[src/rtl/core/emb_pkg.sv]
// Shared types, constants and the per-channel emboss arithmetic of the emboss core.
// Used by every module of the core and by the channel interfaces; depends on nothing.
package emb_pkg;

	localparam int MAX_WIDTH   = 1024;
	localparam int MAX_HEIGHT  = 1024;
	localparam int XW          = $clog2(MAX_WIDTH);
	localparam int CFG_W       = 11;
	localparam int CMP_W       = ((XW > CFG_W) ? XW : CFG_W) + 1;
	localparam int CFG_IDX_W   = 2;
	localparam int CHAN_W      = 8;
	localparam int PIX_W       = 3 * CHAN_W;
	localparam int BIAS        = 128;
	localparam int CHAN_MAX    = 255;
	localparam int WIDTH_RESET = (MAX_WIDTH < 512) ? MAX_WIDTH : 512;
	localparam int HEIGHT_RESET = 512;

	localparam logic [CFG_IDX_W-1:0] REG_FRAME_WIDTH  = CFG_IDX_W'(0);
	localparam logic [CFG_IDX_W-1:0] REG_FRAME_HEIGHT = CFG_IDX_W'(1);

	localparam logic REQ_PIXEL = 1'b0;
	localparam logic REQ_FLUSH = 1'b1;

	typedef struct packed {
		logic [CHAN_W-1:0] red;
		logic [CHAN_W-1:0] green;
		logic [CHAN_W-1:0] blue;
	} pix_t;

	// one window column, index 0 is the top row
	typedef pix_t [2:0] col_t;

	typedef struct packed {
		logic emit;
		logic mask_top;
		logic mask_bot;
		logic mask_left;
		logic mask_right;
		logic last;
	} flags_t;

	typedef struct packed {
		logic          valid;
		logic          use_pix;
		logic [XW-1:0] col;
		flags_t        flags;
	} adv_t;

	typedef struct packed {
		logic [CHAN_W-1:0] red;
		logic [CHAN_W-1:0] green;
		logic [CHAN_W-1:0] blue;
		logic              last;
	} res_t;

	// bias + right/bottom taps - left/top taps, clamped to one channel
	function automatic logic [CHAN_W-1:0] filt(
		input logic [CHAN_W-1:0] a00,
		input logic [CHAN_W-1:0] a01,
		input logic [CHAN_W-1:0] a10,
		input logic [CHAN_W-1:0] a12,
		input logic [CHAN_W-1:0] a21,
		input logic [CHAN_W-1:0] a22
	);
		logic [CHAN_W+1:0]        pos;
		logic [CHAN_W+1:0]        neg;
		logic signed [CHAN_W+2:0] s;
		logic [CHAN_W-1:0]        res;
		pos = (CHAN_W+2)'(BIAS) + (CHAN_W+2)'(a12) + (CHAN_W+2)'(a21) + (CHAN_W+2)'(a22);
		neg = (CHAN_W+2)'(a00) + (CHAN_W+2)'(a01) + (CHAN_W+2)'(a10);
		s = $signed({1'b0, pos}) - $signed({1'b0, neg});
		if (s < 0) begin
			res = '0;
		end else if (s > $signed((CHAN_W+3)'(CHAN_MAX))) begin
			res = CHAN_W'(CHAN_MAX);
		end else begin
			res = s[CHAN_W-1:0];
		end
		return res;
	endfunction

endpackage

[src/rtl/core/emb_win_cell.sv]
// One column cell of the 3x3 window chain: holds three pixels, hands them to its neighbor.
// Depends on emb_pkg.
module emb_win_cell (
	input  logic          clk,
	input  logic          arst_n,
	input  logic          shift,
	input  emb_pkg::col_t col_in,
	output emb_pkg::col_t col_out
);

	emb_pkg::col_t col_q;

	always_ff @(posedge clk or negedge arst_n) begin
		if (!arst_n) begin
			col_q <= '0;
		end else if (shift) begin
			col_q <= col_in;
		end
	end

	assign col_out = col_q;

endmodule

[config.mk]
export PLATFORM = sky130hd
export DESIGN_NAME = emb_win_cell
export DESIGN_NICKNAME = d
export VERILOG_FILES = /design/src/rtl/core/emb_pkg.sv /design/src/rtl/core/emb_win_cell.sv
export SDC_FILE = /design/constraint.sdc
export NUM_CORES = 1
export LEC_CHECK = 0
export ABC_CLOCK_PERIOD_IN_PS = 800
export BUFFER_PORTS_ARGS = -buffer_cell sky130_fd_sc_hd__buf_4
export CORE_MARGIN = 1
export CORE_UTILIZATION = 41
export CTS_CLUSTER_DIAMETER = 200
export DETAILED_ROUTE_END_ITERATION = 10
export GPL_TIMING_DRIVEN = 0
export PLACE_DENSITY = 0.84
export SLEW_MARGIN = 20
export SYNTH_ARGS = -nofsm -noshare
export SYNTH_HDL_FRONTEND = slang
export SYNTH_SLANG_ARGS = --single-unit
[constraint.sdc]
create_clock -name clk -period 0.8 [get_ports clk]
set_input_delay 0.24 -clock clk [delete_from_list [all_inputs] [get_ports clk]]
set_output_delay 0.24 -clock clk [all_outputs]
set_load 0.02 [all_outputs]
After elaboration in Yosys (flattened, before gate mapping)
Index checks and enable logic that the tools add are counted.
Widths: inputs -> output; s select.
{"block": "totals", "mem_count": 0, "ram_bits": 0, "mem_bits_ro": 0, "latch_bits": 0, "word_cells": 9, "ff_bits": 72, "out_inout_bits": 72}
{"block": "classes", "order_cmp": 0, "multipliers": 0, "n_div": 0, "bitwise": 0, "addsub": 0, "eq_ne": 0, "shifts": 0, "n_reduce_logical": 0, "muxes": 0}

Longest topological paths before layout
{"block": "logic_depth", "word_depth": 0, "mapped_depth": 3, "depth_no_buf": 1}

Worst setup path before layout
No wires, ideal clock.
{"block": "synth_path", "path_type": "input port to flip-flop", "from": "in shift", "to": "reg col_q, in the netlist col_out[0]", "slack_ns": -0.177, "t_arrival_ns": 0.851, "setup_time_ns": 0.125, "cell_stages": 3, "path_cell_list": "buf_6 > buf_12 > mux2_4"}
{"element": "start, declared", "line": "emb_win_cell.sv:6", "rtl": "input logic shift,"}
{"element": "end signal, assigned", "line": "emb_win_cell.sv:17", "rtl": "col_q <= col_in;"}
{"element": "end, declared", "line": "emb_win_cell.sv:11", "rtl": "emb_pkg::col_t col_q;"}
No word-level cell between the ends.

Final worst setup path
{"block": "layout_path", "from": "reg col_q, in the netlist col_out[31]", "to": "out col_out[31] (netlist bit)"}
{"element": "end, declared", "line": "emb_win_cell.sv:8", "rtl": "output emb_pkg::col_t col_out"}
No word-level cell between the ends.

==> impl_metrics.ini <==
[timing]
finalHoldViolCount = 72
min_period_ns = 1.12
fin_ws_ns = -0.325
max_slew_margin = 0.577
tightest_slew_ns = 0.634
holdWs_ns = -0.0766
maxSlewViolCount = 0
rsz0062_at_grt = true
fmax_ghz = 0.889
tns_ns = -25.82
period_share = 1.41
worst_clock_skew_ns = 0
setup_viol = 110

[clock_network]
clk_pin_slew_worst_paths_ns = 0.08
cts_root_buf = clkbuf_8
cts_tree = done
cts_hold_buf = 0
insertion_delay_ns = 0.32
cts_max_level = 3
clockBufferDepth = 2
cts_sinks = 72
numCtsBuffers = 9

[outcome]
violations = negative hold slack, negative setup slack
run_status = complete, but fails checks

[critical_path]
required_ns = 0.56
cp.depth = 1
endpoint_kind = primary output
crit_family = flip-flops
crit_buf_inv = 1
cpPeakStageDelay_ns = 0.41
crit_fanout = 2
critical_path_class = flip-flop to primary output
cp_slowest_cell = dfrtp_1
reg2reg_depth = 2
cp-start-kind = flip-flop
cp.arrival_ns = 0.88
crit_chain = buf_6

[logic_synthesis]
syn_area_mm2 = 0.00303
synth_nets = 227
ys_seq_area_frac = 0.595
synth_seq_cells = 72
synth_warnings = 0
avgSynthCellArea_um2 = 19.9
yosys.cell_types.count = 5
syn_inst = 152

[drt]
drtIter0Drc = 30
ant_nets = 0
first_pass_iters = 4
wire_per_inst_um = 16.9
num_vias = 2033
wl_mm = 7.56
drc_errors = 0
routed_via_density = 4.55

[grt]
grt_pass1_vias = 2167
gr-total-overflow = 0
grt_max_degree = 73
gr-usage-all-layers = 0.185
grt_pass1_wl_mm = 10.7
antenna_found_initial = 0

[placement]
io_buffer_count = 145
place.gp.congestion = 0.676
dpl.hpwl_mm = 4.51

[floorplan]
die-area_mm2 = 0.00773
die_height_um = 87.9
coreArea_mm2 = 0.00694
start_util = 0.436
die_width_um = 87.9
rows = 30
io_pins = 147

[finish]
fin_util = 0.732
drive_above_1_share = 0.798
syn_to_final_growth_pct = 67.9
fillers = 458
final_nets = 421
largest_reg_flops = 72
num_antenna_cells = 0

[pwr]
p_per_area_mw_per_mm2 = 1950
p_leak_uw = 0.00259
peakVddDrop_mv = 1.10

[hold_path]
hp-class = input port to async pin

[job]
max_cap_viol_count = 0
[stage by stage]
step / cells / area, µm² / hold WS [ns] / total power [µW] / worst slack, ns
finish: 447 / 5080 / -0.0766 / 9920 / -0.325
global route: 447 / 5080 / -0.0390 / 10300 / -0.367
CTS: 439 / 4930 / 0.0592 / 9780 / -0.340
detailed placement: 393 / 4250 / 0.420 / 6530 / -0.271
global placement: 393 / 4250 / 0.410 / 6490 / -0.246
floorplan: 152 / 3040 / -0.0556 / 5480 / -0.125
[metal layers]
| layer | routed length, µm | track usage | vias up |
|---|---|---|---|
| li1 | - | - | 916 |
| met5 | 0 | 0 | - |
| met2 | 4020 | 0.335 | 87 |
| met3 | 538 | 0.0481 | 9 |
| met1 | 2920 | 0.214 | 1021 |
| met4 | 76 | 0.0537 | 0 |
[power breakdown]
group / switching, µW / total (µW) / internal, µW
logic: 1050 / 2850 / 1790
registers: 310 / 4320 / 4010
clock network: 1320 / 2750 / 1430
[cells by family after synthesis]
group                  count (synthesis)  synth area share
flip-flops                            72             0.595
multiplexers                          72             0.355
buffers and inverters                  8            0.0500
[synthesized netlist by cell type]
| cell type | instances | area, µm² |
|---|---|---|
| buf_12 | 7 | 140 |
| buf_6 | 1 | 11.3 |
| dfrtp_1 | 72 | 1800 |
| mux2_2 | 2 | 22.5 |
| mux2_4 | 70 | 1050 |
[final cells by class]
class	count	area [µm²]	share of cell area
plain buffers	8	160	0.0315
clock buffers	10	128	0.0251
clock inverters	6	61.3	0.0121
multi-input cells	72	1070	0.211
flip-flops and latches	72	1800	0.355
well taps	96	120	0.0236
repair buffers	183	1730	0.341
[repair_timing]
item | CTS | global route
gates resized for setup | 71 | 25
cloned | 0 | 0
endpoints found under the hold margin | 0 | 72
endpoints found under the setup margin | 72 | 115
setup buffers | 30 | 24
[worst paths after layout]
| path | start | endpoint | slack [ns] |
|---|---|---|---|
| worst max-delay path | col_out[31] | col_out[31] | -0.32 |
| worst min-delay path | arst_n | col_out[15] | -0.08 |
| worst max register to register | col_out[29] | col_out[29] | -0.13 |
| worst min register to register | col_out[3] | col_out[3] | 0.54 |
| max in group asynchronous | arst_n | col_out[69] | 0.43 |
| min in group clk | col_in[7] | col_out[7] | 0.13 |
[cells in the final DEF (no fill, tap or decap)]
cell        netlist  layout
buf_6             1      96
buf_4             0      87
mux2_4           70      70
dfrtp_1          72      70
clkbuf_8          0       9
buf_12            7       8
clkinv_2          0       3
mux2_2            2       2
dfrtp_2           0       2
clkinvlp_4        0       1
bufinv_16         0       1
clkbuf_1          0       1
clkinv_4          0       1
No activity file was read; power rests on OpenSTA's default activity.
