[src/rtl/core/emb_pkg.sv]
// Shared types, constants and the per-channel emboss arithmetic of the emboss core.
// Used by every module of the core and by the channel interfaces; depends on nothing.
package emb_pkg;

	localparam int MAX_WIDTH   = 1024;
	localparam int MAX_HEIGHT  = 1024;
	localparam int XW          = $clog2(MAX_WIDTH);
	localparam int CFG_W       = 11;
	localparam int CMP_W       = ((XW > CFG_W) ? XW : CFG_W) + 1;
	localparam int CFG_IDX_W   = 2;
	localparam int CHAN_W      = 8;
	localparam int PIX_W       = 3 * CHAN_W;
	localparam int BIAS        = 128;
	localparam int CHAN_MAX    = 255;
	localparam int WIDTH_RESET = (MAX_WIDTH < 512) ? MAX_WIDTH : 512;
	localparam int HEIGHT_RESET = 512;

	localparam logic [CFG_IDX_W-1:0] REG_FRAME_WIDTH  = CFG_IDX_W'(0);
	localparam logic [CFG_IDX_W-1:0] REG_FRAME_HEIGHT = CFG_IDX_W'(1);

	localparam logic REQ_PIXEL = 1'b0;
	localparam logic REQ_FLUSH = 1'b1;

	typedef struct packed {
		logic [CHAN_W-1:0] red;
		logic [CHAN_W-1:0] green;
		logic [CHAN_W-1:0] blue;
	} pix_t;

	// one window column, index 0 is the top row
	typedef pix_t [2:0] col_t;

	typedef struct packed {
		logic emit;
		logic mask_top;
		logic mask_bot;
		logic mask_left;
		logic mask_right;
		logic last;
	} flags_t;

	typedef struct packed {
		logic          valid;
		logic          use_pix;
		logic [XW-1:0] col;
		flags_t        flags;
	} adv_t;

	typedef struct packed {
		logic [CHAN_W-1:0] red;
		logic [CHAN_W-1:0] green;
		logic [CHAN_W-1:0] blue;
		logic              last;
	} res_t;

	// bias + right/bottom taps - left/top taps, clamped to one channel
	function automatic logic [CHAN_W-1:0] filt(
		input logic [CHAN_W-1:0] a00,
		input logic [CHAN_W-1:0] a01,
		input logic [CHAN_W-1:0] a10,
		input logic [CHAN_W-1:0] a12,
		input logic [CHAN_W-1:0] a21,
		input logic [CHAN_W-1:0] a22
	);
		logic [CHAN_W+1:0]        pos;
		logic [CHAN_W+1:0]        neg;
		logic signed [CHAN_W+2:0] s;
		logic [CHAN_W-1:0]        res;
		pos = (CHAN_W+2)'(BIAS) + (CHAN_W+2)'(a12) + (CHAN_W+2)'(a21) + (CHAN_W+2)'(a22);
		neg = (CHAN_W+2)'(a00) + (CHAN_W+2)'(a01) + (CHAN_W+2)'(a10);
		s = $signed({1'b0, pos}) - $signed({1'b0, neg});
		if (s < 0) begin
			res = '0;
		end else if (s > $signed((CHAN_W+3)'(CHAN_MAX))) begin
			res = CHAN_W'(CHAN_MAX);
		end else begin
			res = s[CHAN_W-1:0];
		end
		return res;
	endfunction

endpackage

[src/rtl/core/emb_kernel.sv]
// Emboss kernel of the core: edge masking of the window and the clamped sum per channel.
// Depends on emb_pkg.
module emb_kernel (
	input  emb_pkg::col_t   win0,
	input  emb_pkg::col_t   win1,
	input  emb_pkg::col_t   win2,
	input  emb_pkg::flags_t flags,
	output emb_pkg::pix_t   result
);

	emb_pkg::pix_t nb [3][3];
	emb_pkg::col_t cols [3];

	always_comb begin
		cols[0] = win0;
		cols[1] = win1;
		cols[2] = win2;
		for (int i = 0; i < 3; i++) begin
			for (int j = 0; j < 3; j++) begin
				nb[i][j] = cols[j][i];
				// drop neighbors that fall outside the frame
				if ((i == 0 && flags.mask_top) || (i == 2 && flags.mask_bot)
						|| (j == 0 && flags.mask_left) || (j == 2 && flags.mask_right)) begin
					nb[i][j] = '0;
				end
			end
		end
		result.red   = emb_pkg::filt(nb[0][0].red, nb[0][1].red, nb[1][0].red,
			nb[1][2].red, nb[2][1].red, nb[2][2].red);
		result.green = emb_pkg::filt(nb[0][0].green, nb[0][1].green, nb[1][0].green,
			nb[1][2].green, nb[2][1].green, nb[2][2].green);
		result.blue  = emb_pkg::filt(nb[0][0].blue, nb[0][1].blue, nb[1][0].blue,
			nb[1][2].blue, nb[2][1].blue, nb[2][2].blue);
	end

endmodule

[config.mk]
export PLATFORM = sky130hd
export DESIGN_NAME = emb_kernel
export DESIGN_NICKNAME = d
export VERILOG_FILES = /design/src/rtl/core/emb_pkg.sv /design/src/rtl/core/emb_kernel.sv
export SDC_FILE = /design/constraint.sdc
export NUM_CORES = 1
export LEC_CHECK = 0
export BUFFER_PORTS_ARGS = -buffer_cell sky130_fd_sc_hd__buf_2
export CORE_ASPECT_RATIO = 1.4
export CORE_MARGIN = 3
export CORE_UTILIZATION = 45
export DETAILED_ROUTE_END_ITERATION = 8
export PLACE_DENSITY = 0.92
export SYNTH_ARGS = -nofsm -noshare
export SYNTH_HDL_FRONTEND = slang
export SYNTH_SLANG_ARGS = --single-unit
export TNS_END_PERCENT = 1
[constraint.sdc]
create_clock -name vclk -period 4.49
set_input_delay 0.2245 -clock vclk [all_inputs]
set_output_delay 0.2245 -clock vclk [all_outputs]
set_load 0.005 [all_outputs]
# Yosys cells after proc, flatten, opt, wreduce, memory -nomap -nowiden
# Cells that the tools add are included.
# op_classes
add_sub_neg	18
order_cmp	6
n_mux	12
n_reduce_logical	2
# op_table
cell	count
24-bit 2-to-1 mux	6
10-bit by 8-bit adder with 10-bit output	6
8-bit 2-to-1 mux	6
11-bit by 9-bit > comparator with 1-bit output (second input constant)	3
11-bit by 1-bit < comparator with 1-bit output (second input constant)	3
10-bit by 10-bit subtractor with 11-bit output	3
9-bit by 8-bit adder with 10-bit output	3
8-bit by 8-bit adder with 9-bit output	3
8-bit by 8-bit adder with 9-bit output (first input constant)	3
1-bit logical OR	2
# word_totals
reg_bits	0
input_bits	222
output_inout_bits	24
word_cells	38

# Logic depth before layout (Yosys ltp)
# logic_depth
ltp_word	8
ltp_mapped	24
mapped_depth_nobuf	24

# Least setup slack after synthesis
# Ideal clock, no wire load.
# synth_timing
kind	input to output
startpoint	in flags[4] (netlist bit)
endpoint	out result[0] (netlist bit)
arrival_time_ns	4.517
t_required_ns	4.266
path_slack_ns	-0.251
path_stages	23
n_path_buf	1
cell_sequence	nor2_1 clkbuf_1 nand2_1 fa_1 nor2b_1 o21ai_0 nand2b_1 a21o_1 nand2_1 nor2b_1 xnor2_1 ha_1 or2_2 a21boi_0 xnor2_1 ha_1 and3_2 a221o_1 a31o_4 nand3_2 o21ai_1 a311o_2 a21oi_1
# synth_lines
element	line	text
start: declaration	emb_kernel.sv:7	input emb_pkg::flags_t flags,
end: declaration	emb_kernel.sv:8	output emb_pkg::pix_t result

==> impl_metrics.json <==
{
  "first_iter_violations": 116,
  "syn_to_final_growth_pct": 36.6,
  "die_x_um": 95.7,
  "synth_top_family_by_area": "adder cells",
  "first_pass_iters": 4,
  "fin_crit_sh": 1.11,
  "seq_cells": 0,
  "grt_setup_unrepaired": "yes",
  "startpoint_type": "input pin",
  "path_class": "input pin to output pin",
  "hold_path.class": "input pin to output pin",
  "violations": "negative setup slack",
  "postLayoutCellArea_mm2": 0.00692,
  "seqCellArea_um2": 0,
  "core_area_mm2": 0.0109,
  "seq_power_share": 0,
  "cp_cell_sequence": "buf_8 -> nor2_4 -> and2_4 -> ha_4 -> inv_2 -> fa_2 -> inv_1 -> ha_1 -> a21o_1 -> a21oi_2 -> nand2b_1 -> a21boi_1 -> o21ai_2 -> a21boi_4 -> xnor2_1 -> ha_1 -> buf_6 -> a221o_1 -> a31o_4 -> nand3_2 -> o21ai_2 -> a311o_2 -> a21oi_2 -> buf_2",
  "initial_core_util": 0.464,
  "netlist_instances": 621,
  "rows": 45,
  "period_minus_slack_ps": 4960,
  "p_total_mw": 2.69,
  "p_int_mw": 1.38,
  "finalWorstSetupSlack_ps": -474,
  "grt.total_usage": 0.227,
  "placement.cell_area_mm2": 0.00672,
  "max_freq_mhz": 201,
  "grt_max_degree": 25,
  "cp_data_required_time_ps": 4270,
  "status": "complete, but fails checks",
  "yosysSeqAreaShare": 0,
  "yosysMostFrequentCell": "inv_1",
  "die_area_mm2": 0.0126,
  "synth-compound-area-share": 0.133,
  "p_sw_mw": 1.31,
  "syn_area_per_cell_um2": 8.16,
  "cts_hold_buf": 0,
  "port_buffers": 172,
  "drtAntennaViolNets": 0,
  "grt_first_pass_wirelength_um": 23300,
  "maxSlewHeadroom": 0.745,
  "yosys.area_share.simple": 0.250,
  "powerDensity_mw_per_mm2": 389,
  "gp_congestion": 0.894,
  "synthAdderAreaFrac": 0.477,
  "via_per_inst": 5.06,
  "finalWirelength_um": 14400,
  "antenna_found_initial": 3,
  "setup_viol": 24,
  "hold_depth": 5,
  "critPathArrivalTime_ps": 4740,
  "yosysTopAreaCell": "fa_1",
  "maxSlewViolCount": 0,
  "drc_errors": 0,
  "cp_num_cells": 24,
  "maxCapViolCount": 0,
  "yosys_warnings": 0,
  "clkbuf_count": 0,
  "vias": 5062,
  "die_y_um": 132,
  "cp_top_family": "compound AO/OA/AOI/OAI gates",
  "combPwrFrac": 1.000,
  "path_max_fanout": 8,
  "cp_slowest_cell": "fa_2",
  "p_clk_frac": 0,
  "nets": 1231,
  "synth_top_area_share": 0.284,
  "ir_drop_mv": 0.567,
  "ys_top_cells_by_area": "fa_1 (28%), ha_1 (19%), nor2b_1 (9.0%), inv_1 (7.2%), nand2b_1 (5.3%)",
  "worstSetupEndpointType": "output pin",
  "grt_overflow_total": 0,
  "post_drt_wl_per_cell_um": 14.4,
  "syn_nets": 993,
  "max_stage_delay_ps": 530,
  "boundaryPins": 246,
  "synth.area.mux_share": 0,
  "synth_common_cells": "inv_1 (97), ha_1 (78), nor2b_1 (73), fa_1 (72), nand2b_1 (43)",
  "crit_buf_inv": 5,
  "synth-xor-area-share": 0.0588,
  "drive_gt1_frac": 0.347,
  "finalHoldViolCount": 0,
  "tightest_slew_ps": 381,
  "grt_pass1_vias": 5370,
  "p_leak_nw": 3.67,
  "power.share.switching": 0.488,
  "synth_area_mm2": 0.00507,
  "hpwl_um": 12500,
  "netlist-cell-type-count": 45
}
power by group through the flow:
stage | registers, mW | clock network [mW] | logic, mW
after floorplan | 0 | 0 | 1.69
after global placement | 0 | 0 | 2.49
after detailed placement | 0 | 0 | 2.58
after CTS | 0 | 0 | 2.66
after global routing | 0 | 0.0000000298 | 3.03
final | 0 | 0.0000000597 | 2.69
logic make-up after synthesis:
kind of cell	Yosys count
AND/OR/NAND/NOR	225
adder cells (fa/ha/maj)	150
buffers and inverters	109
AO/OA/AOI/OAI	103
XOR/XNOR	34
repair_timing:
item                                    in CTS  in global routing
resized for setup                           25                 13
endpoints found under the setup margin      24                 24
pin swaps                                   17                 19
buffers inserted                             5                  3
layer usage:
layer | up-vias | routed length (µm) | global-route usage
li1 | 2471 | - | -
met5 | - | 7 | 0
met2 | 178 | 8010 | 0.448
met3 | 42 | 829 | 0.0246
met4 | 2 | 565 | 0.0720
met1 | 2369 | 5010 | 0.238
layout make-up:
cell class / instances / area [µm²]
fillers: 905 / 4000
well taps: 141 / 176
diodes: 2 / 5.00
multi-input cells: 512 / 4850
inverters: 97 / 364
repair buffers: 248 / 1530
cell usage in the layout (no fill, tap or decap), types with 18 or more instances in the layout:
cell type	Yosys	routed
nor2b_1	73	71
a21oi_1	30	18
nand2_1	32	31
nand2b_1	43	43
ha_1	78	76
buf_4	0	67
inv_1	97	96
xnor2_1	23	19
fa_1	72	69
buf_2	0	170
o21a_1	19	19
and2_1	26	24
nor2_1	22	19
per-stage QoR:
stage | instances | setup TNS, ps | hold slack, ps | util | setup slack (ps)
after floorplan | 621 | -246 | 798 | - | -30.7
after global placement | 990 | -7490 | 982 | 0.615 | -357
after detailed placement | 990 | -9860 | 998 | 0.615 | -458
after CTS | 995 | -6640 | 997 | 0.627 | -346
after global routing | 999 | -12240 | 1070 | 0.634 | -677
final | 1000 | -7190 | 986 | 0.634 | -474
path summary, 6_finish.rpt:
path | start | end | slack (ps)
worst max-delay path | flags[2] | result[7] | -470
worst min-delay path | win2[40] | result[16] | 990
No activity file was read; power rests on OpenSTA's default activity.
