**src/rtl/core/emb_pkg.sv**
```systemverilog
// Shared types, constants and the per-channel emboss arithmetic of the emboss core.
// Used by every module of the core and by the channel interfaces; depends on nothing.
package emb_pkg;

	localparam int MAX_WIDTH   = 1024;
	localparam int MAX_HEIGHT  = 1024;
	localparam int XW          = $clog2(MAX_WIDTH);
	localparam int CFG_W       = 11;
	localparam int CMP_W       = ((XW > CFG_W) ? XW : CFG_W) + 1;
	localparam int CFG_IDX_W   = 2;
	localparam int CHAN_W      = 8;
	localparam int PIX_W       = 3 * CHAN_W;
	localparam int BIAS        = 128;
	localparam int CHAN_MAX    = 255;
	localparam int WIDTH_RESET = (MAX_WIDTH < 512) ? MAX_WIDTH : 512;
	localparam int HEIGHT_RESET = 512;

	localparam logic [CFG_IDX_W-1:0] REG_FRAME_WIDTH  = CFG_IDX_W'(0);
	localparam logic [CFG_IDX_W-1:0] REG_FRAME_HEIGHT = CFG_IDX_W'(1);

	localparam logic REQ_PIXEL = 1'b0;
	localparam logic REQ_FLUSH = 1'b1;

	typedef struct packed {
		logic [CHAN_W-1:0] red;
		logic [CHAN_W-1:0] green;
		logic [CHAN_W-1:0] blue;
	} pix_t;

	// one window column, index 0 is the top row
	typedef pix_t [2:0] col_t;

	typedef struct packed {
		logic emit;
		logic mask_top;
		logic mask_bot;
		logic mask_left;
		logic mask_right;
		logic last;
	} flags_t;

	typedef struct packed {
		logic          valid;
		logic          use_pix;
		logic [XW-1:0] col;
		flags_t        flags;
	} adv_t;

	typedef struct packed {
		logic [CHAN_W-1:0] red;
		logic [CHAN_W-1:0] green;
		logic [CHAN_W-1:0] blue;
		logic              last;
	} res_t;

	// bias + right/bottom taps - left/top taps, clamped to one channel
	function automatic logic [CHAN_W-1:0] filt(
		input logic [CHAN_W-1:0] a00,
		input logic [CHAN_W-1:0] a01,
		input logic [CHAN_W-1:0] a10,
		input logic [CHAN_W-1:0] a12,
		input logic [CHAN_W-1:0] a21,
		input logic [CHAN_W-1:0] a22
	);
		logic [CHAN_W+1:0]        pos;
		logic [CHAN_W+1:0]        neg;
		logic signed [CHAN_W+2:0] s;
		logic [CHAN_W-1:0]        res;
		pos = (CHAN_W+2)'(BIAS) + (CHAN_W+2)'(a12) + (CHAN_W+2)'(a21) + (CHAN_W+2)'(a22);
		neg = (CHAN_W+2)'(a00) + (CHAN_W+2)'(a01) + (CHAN_W+2)'(a10);
		s = $signed({1'b0, pos}) - $signed({1'b0, neg});
		if (s < 0) begin
			res = '0;
		end else if (s > $signed((CHAN_W+3)'(CHAN_MAX))) begin
			res = CHAN_W'(CHAN_MAX);
		end else begin
			res = s[CHAN_W-1:0];
		end
		return res;
	endfunction

endpackage

```
**src/rtl/core/emb_ctrl.sv**
```systemverilog
// Frame position tracking, register file and per-request decisions of the emboss core.
// Depends on emb_pkg.
module emb_ctrl (
	input  logic                          clk,
	input  logic                          arst_n,
	input  logic                          cfg_wr,
	input  logic [emb_pkg::CFG_IDX_W-1:0] cfg_index,
	input  logic [emb_pkg::CFG_W-1:0]     cfg_data,
	input  logic                          en,
	input  logic                          in_valid,
	input  logic                          req_type,
	output logic                          in_ready,
	output emb_pkg::adv_t                 adv
);

	logic [emb_pkg::CFG_W-1:0] w_q, h_q, y_q;
	logic [emb_pkg::XW-1:0]    x_q;
	logic                      bubble_q;

	logic                      accept, is_pix, row_in, x_zero, emit, go, col_wrap;
	logic [emb_pkg::CFG_W-1:0] r, cfg_v;
	logic [emb_pkg::CMP_W-1:0] x_ext, w_ext, h_ext, r_ext, c;
	emb_pkg::flags_t           flags;

	always_comb begin
		in_ready = en && !bubble_q;
		accept   = in_valid && in_ready;
		is_pix   = (req_type == emb_pkg::REQ_PIXEL);
		row_in   = (y_q < h_q);
		x_ext    = emb_pkg::CMP_W'(x_q);
		w_ext    = emb_pkg::CMP_W'(w_q);
		h_ext    = emb_pkg::CMP_W'(h_q);
		x_zero   = (x_q == '0);
		// output lags the stream by one row plus one pixel
		emit     = (y_q >= emb_pkg::CFG_W'(2)) || ((y_q == emb_pkg::CFG_W'(1)) && !x_zero);
		go       = (accept && ((is_pix && row_in) || (!is_pix && !row_in))) || (bubble_q && en);
		r        = x_zero ? y_q - emb_pkg::CFG_W'(2) : y_q - emb_pkg::CFG_W'(1);
		r_ext    = emb_pkg::CMP_W'(r);
		c        = x_zero ? w_ext - emb_pkg::CMP_W'(1) : x_ext - emb_pkg::CMP_W'(1);
		col_wrap = (x_ext + emb_pkg::CMP_W'(1)) >= w_ext;

		flags.emit       = emit;
		flags.mask_top   = (r == '0);
		flags.mask_bot   = (r_ext + emb_pkg::CMP_W'(1)) >= h_ext;
		flags.mask_left  = (c == '0);
		flags.mask_right = (c + emb_pkg::CMP_W'(1)) >= w_ext;
		flags.last       = emit && ((r_ext + emb_pkg::CMP_W'(1)) == h_ext)
			&& ((c + emb_pkg::CMP_W'(1)) == w_ext);

		adv.valid   = go;
		adv.use_pix = !bubble_q && is_pix;
		adv.col     = x_q;
		adv.flags   = flags;

		cfg_v = (cfg_data == '0) ? emb_pkg::CFG_W'(1) : cfg_data;
	end

	always_ff @(posedge clk or negedge arst_n) begin
		if (!arst_n) begin
			w_q      <= emb_pkg::CFG_W'(emb_pkg::WIDTH_RESET);
			h_q      <= emb_pkg::CFG_W'(emb_pkg::HEIGHT_RESET);
			x_q      <= '0;
			y_q      <= '0;
			bubble_q <= 1'b0;
		end else begin
			if (cfg_wr) begin
				unique case (cfg_index)
					emb_pkg::REG_FRAME_WIDTH: begin
						w_q <= (emb_pkg::CMP_W'(cfg_v) > emb_pkg::CMP_W'(emb_pkg::MAX_WIDTH))
							? emb_pkg::CFG_W'(emb_pkg::MAX_WIDTH) : cfg_v;
						x_q <= '0;
						y_q <= '0;
					end
					emb_pkg::REG_FRAME_HEIGHT: begin
						h_q <= (emb_pkg::CMP_W'(cfg_v) > emb_pkg::CMP_W'(emb_pkg::MAX_HEIGHT))
							? emb_pkg::CFG_W'(emb_pkg::MAX_HEIGHT) : cfg_v;
						x_q <= '0;
						y_q <= '0;
					end
					default: begin
					end
				endcase
			end else if (go) begin
				if (flags.last) begin
					x_q <= '0;
					y_q <= '0;
				end else if (col_wrap) begin
					x_q <= '0;
					y_q <= y_q + emb_pkg::CFG_W'(1);
				end else begin
					x_q <= x_q + emb_pkg::XW'(1);
				end
			end
			// a flush that lands on the silent position of a one-row frame takes a second step
			if (en) begin
				bubble_q <= accept && !is_pix && !row_in && !emit;
			end
		end
	end

endmodule

```
**config.mk**
```make
export PLATFORM = sky130hd
export DESIGN_NAME = emb_ctrl
export DESIGN_NICKNAME = d
export VERILOG_FILES = /design/src/rtl/core/emb_pkg.sv /design/src/rtl/core/emb_ctrl.sv
export SDC_FILE = /design/constraint.sdc
export NUM_CORES = 1
export LEC_CHECK = 0
export BUFFER_PORTS_ARGS = -buffer_cell sky130_fd_sc_hd__buf_4
export CORE_MARGIN = 2
export CORE_UTILIZATION = 45
export DETAILED_ROUTE_END_ITERATION = 16
export SYNTH_ARGS = -nofsm -noshare
export SYNTH_HDL_FRONTEND = slang
export SYNTH_SLANG_ARGS = --single-unit
```
**constraint.sdc**
```tcl
create_clock -name clk -period 4.5 [get_ports clk]
set_input_delay 0.225 -clock clk [delete_from_list [all_inputs] [get_ports clk]]
set_output_delay 0.225 -clock clk [all_outputs]
set_load 0.05 [all_outputs]
```
Yosys cells after proc, flatten, opt, wreduce, memory -nomap -nowiden --
Cells that the tools add are included.
Word-level totals: output and inout port bits 19, register bits after elaboration 44, bits of input ports 19, word-level logic and storage cells 72
Operators by class: muxes and demuxes 14, reductions and logical operators 32, bitwise logic cells 1, $add $sub $neg 9, $lt $le $gt $ge 6, eq/ne operators 5
Operators with widths (count):
- $mux 11 | 8
- $mux 10 | 5
- $eq 12x11->1 | 2
- $ge 12x11->1 | 2
- $logic_not 11->1 | 2
- $logic_and 1x1->1 | 13
- $add 11x1->12 const B | 1
- $add 12x1->12 const B | 1
- $logic_not 12->1 | 1
- $mux 12 | 1
- $sub 11x1->12 const B | 1
- $add 10x1->11 const B | 1
- $add 11x1->11 const B | 1
- $eq 11x1->1 const B | 1
- $ge 11x11->1 | 1
- $ge 11x2->1 const B | 1
- $gt 11x11->1 const B | 1
- $lt 11x11->1 | 1
- $sub 10x1->11 const B | 1
- $sub 11x1->11 const B | 1
- $sub 11x2->11 const B | 1
- $add 10x1->10 const B | 1
- $logic_not 10->1 | 1
- $reduce_and 2->1 | 3
- other kinds (10) | 15

Logic depth before layout (Yosys ltp) --
depth after elaboration 9, mapped depth 23, depth with buffers taken out 21

Least setup slack after synthesis --
No wires, ideal clock.
path type reg2reg, start register x_q[3] (netlist name), end register y_q[10] (netlist name), path buffers 2, setup slack -0.178 ns, data arrival time 4.598 ns, setup time 0.079 ns, clock period less this slack 4.678 ns, cell stages (with the launch flop) 18, required time 4.421 ns, path through dfrtp_1 -> buf_6 -> or4_1 -> buf_2 -> o311a_4 -> or4b_4 -> a31oi_4 -> nand3_2 -> nor2_1 -> o32ai_1 -> xor2_1 -> ha_1 -> nand3_1 -> nor3_1 -> and4_1 -> a31oi_4 -> a2111oi_0 -> mux2i_1
Between the ends: cells in the longest elaborated chain, start to end 9, elaborated cells on any way between the ends 20, those cells by class 4 x add/sub; 1 x order compare; 2 x eq/ne; 5 x mux; 8 x reduce/logical
RTL lines:
- start: declaration | RTL line emb_ctrl.sv:17 | logic [emb_pkg::XW-1:0] x_q;
- start signal: assignment | RTL line emb_ctrl.sv:91 | x_q <= x_q + emb_pkg::XW'(1);
- branches (longest 9 deep; another with $add 12x1->12)
- end signal: assignment | RTL line emb_ctrl.sv:89 | y_q <= y_q + emb_pkg::CFG_W'(1);
- end: declaration | RTL line emb_ctrl.sv:16 | logic [emb_pkg::CFG_W-1:0] w_q, h_q, y_q;
Several ways; the timed one is not identified. The select of a mux whose other input is x is not followed. A chain may end at the register's enable or synchronous reset.

==> impl_metrics.env <==
export IMPL_antenna_cells=0
export IMPL_areaGrowthSynthToFinish_pct=22.1
export IMPL_wire_per_inst_um=16.9
export IMPL_layout_setup_ws_ns=0.103
export IMPL_vias=4860
export IMPL_arrival_ns=4.17
export IMPL_max_clock_freq_ghz=0.227
export IMPL_report_final_setup_viol=0
export IMPL_drv_cap=0
export IMPL_drc=0
export IMPL_fp_dieW_um=109
export IMPL_crit_required_ns=4.28
export IMPL_clk_latency_ns=0.31
export IMPL_overflow=0
export IMPL_die_area_um2=11900
export IMPL_antenna_found_initial=0
export IMPL_tightest_slew_ns=1.14
export IMPL_crit_slowest_cell="or4_4"
export IMPL_powerDensity_nw_per_um2=671
export IMPL_skew_ns=0.00885
export IMPL_ys_warn_count=0
export IMPL_firstDrtPassIters=5
export IMPL_synth_edf_count=0
export IMPL_hold_violations=0
export IMPL_worst_slew_margin_rel_pct=23.4
export IMPL_fin_nets=768
export IMPL_ir_drop_mv=0.548
export IMPL_synthArstFlopShare_pct=100
export IMPL_io_pins=38
export IMPL_cts_buffers=5
export IMPL_grt_max_degree=45
export IMPL_die_h_um=109
export IMPL_crit_chain="or4_4, o311a_4, or4b_4, a31oi_4, nand3_2, nor2_2, o32ai_2, xor2_1, ha_1, nand3_2, nor3_2, and4_4, and3_4, buf_8"
export IMPL_clock_sinks=44
export IMPL_cpMostUsedCell="nand3_2"
export IMPL_hold_class="in -> reg"
export IMPL_dp_slack_ns=-0.0597
export IMPL_syn_num_nets=697
export IMPL_ys_types=69
export IMPL_detailed_place_hpwl_um=10700
export IMPL_routabilityCongestion=0.964
export IMPL_dp_cells=805
export IMPL_vias_per_cell=5.83
export IMPL_synth_seq_cells=44
export IMPL_syn_avg_cell_area_um2=7.99
export IMPL_path_class="reg -> out"
export IMPL_synth_main_ff_cell="dfrtp_1"
export IMPL_worstSetupStartpointType="register"
export IMPL_fin_crit_sh_pct=97.7
export IMPL_setup_tns_ns=0
export IMPL_drive_gt1_share_pct=23.2
export IMPL_synth_cells=621
export IMPL_worst_path_max_fanout=5
export IMPL_clockBufferDepth=2
export IMPL_final_cells=833
export IMPL_synth_area_um2=4960
export IMPL_layout_common_cells="buf_4 (87), nand2_1 (62), ha_1 (55)"
export IMPL_p_leak_nw=2.61
export IMPL_final_common_cell="buf_4"
export IMPL_cpPeakStageDelay_ns=0.61
export IMPL_core_area_um2=10800
export IMPL_status="completed"
export IMPL_end_kind="output port"
export IMPL_grt_pass1_vias=4393
export IMPL_antenna_left=0
export IMPL_rsz0062_at_grt="yes"
export IMPL_report_final_slew_viol_count=0
export IMPL_drt_iter0_drc=314
export IMPL_port_buffers=37
export IMPL_drt_total_wl_um=14100
export IMPL_grt_use_total_pct=24.1
export IMPL_grt_first_pass_wirelength_um=22300
export IMPL_seq_area_frac_synth_pct=22.2
export IMPL_clkSlewWorstSetupHoldPaths_ns=0.08
export IMPL_cts_tree="built"
export IMPL_cts_max_level=2
export IMPL_cts_root_buffer="clkbuf_8"
export IMPL_period_minus_slack_ns=4.40
export IMPL_initial_core_util_pct=46.0
export IMPL_rows=38
==> logic make-up (layout without fill, tap and decap cells) <==
family | after synthesis | count (layout) | synth area share (%)
multiplexers | 20 | 20 | 4.16
flip-flops | 44 | 44 | 22.2
AO/OA/AOI/OAI | 145 | 146 | 19.8
buffers and inverters | 75 | 146 | 6.46
XOR/XNOR | 38 | 38 | 6.71
adder cells (fa/ha/maj) | 57 | 57 | 14.4
AND/OR/NAND/NOR | 242 | 242 | 26.3
==> worst max-delay path: cells and delay by family (launching register included) <==
family / cells / cell delay (ns)
flip-flops: 1 / 0.39
AO/OA/AOI/OAI: 3 / 0.66
XOR/XNOR: 1 / 0.15
AND/OR/NAND/NOR: 8 / 2.15
buffers and inverters: 1 / 0.15
adder cells (fa/ha/maj): 1 / 0.35
==> final timing paths <==
kind	startpoint	endpoint	slack, ns	cells past startpoint
worst max-delay path	x_q[8]	adv[0]	0.10	14
worst max register to register	x_q[8]	y_q[7]	0.14	15
max in group asynchronous	arst_n	x_q[0]	3.60	2
worst min register to register	h_q[4]	h_q[4]	0.49	2
min in group asynchronous	arst_n	bubble_q	0.47	2
worst min-delay path	in_valid	bubble_q	0.20	3
==> routing by layer <==
metal,up-vias,wire length (um),global-route usage (%)
met2,121,6700,39.7
met5,-,0,0
met3,15,610,2.75
met4,0,240,6.41
met1,2321,6530,33.5
li1,2403,-,-
==> report_power, final <==
part / internal [mW] / switching [mW]
clock: 0.109 / 0.136
combinational: 1.47 / 1.84
sequential: 0.454 / 0.0578
total: 2.04 / 2.03
==> cell type report <==
class / count / area, um2
inverter: 43 / 161
multi-input combinational: 503 / 3790
clock inverter: 1 / 5.00
sequential: 44 / 1110
timing repair buffer: 95 / 739
clock buffer: 7 / 76.3
fill: 1029 / 4730
tap: 140 / 175
==> cells in the mapped netlist (5+ instances only) <==
cell      number  area (um2)
a21boi_0       5        37.5
xnor2_1       25         219
nand2b_1      17         106
nand4_1       13        81.3
a21oi_1       16        80.1
nor4_1         8        50.1
nor2_1        31         116
nor2b_1       14        87.6
nand2_1       63         236
o21a_1         8        60.1
a31oi_1       14        87.6
nor3_1        16        80.1
clkbuf_1      22        82.6
mux2i_1       15         150
o21ai_0       44         220
inv_1         43         161
o22ai_1        5        31.3
ha_1          57         713
mux2_2         5        56.3
and3_1         7        43.8
a21o_1         5        37.5
xor2_1        13         114
nand3_1       38         190
a211oi_1       6        45.0
o211ai_1       9        67.6
dfrtp_1       42        1050
==> registers in the layout (all words and copies together), names as in the netlist <==
signal / cells
bubble_q: 1
h_q: 11
w_q: 11
x_q: 10
y_q: 11
==> metrics by stage <==
stage               hold WS (ns)  cell area [um2]  power (mW)  utilization [%]
floorplan                -0.0706             4970        2.56                -
CTS                        0.189             5710        3.64             52.9
global route               0.204             6060        4.45             56.1
finish                     0.196             6060        4.07             56.1
detailed placement         0.272             5570        3.34             51.6
global placement           0.269             5570        3.32             51.6
==> repair_timing <==
action                                  4_1_cts  5_1_grt
endpoints found under the hold margin        42        0
pin swaps                                     1       31
cloned                                        0        2
setup buffers                                 1       16
endpoints found under the setup margin        6       24
gates resized for setup                       7       48
hold buffers                                  1        0
(Power assumes the default switching activity.)
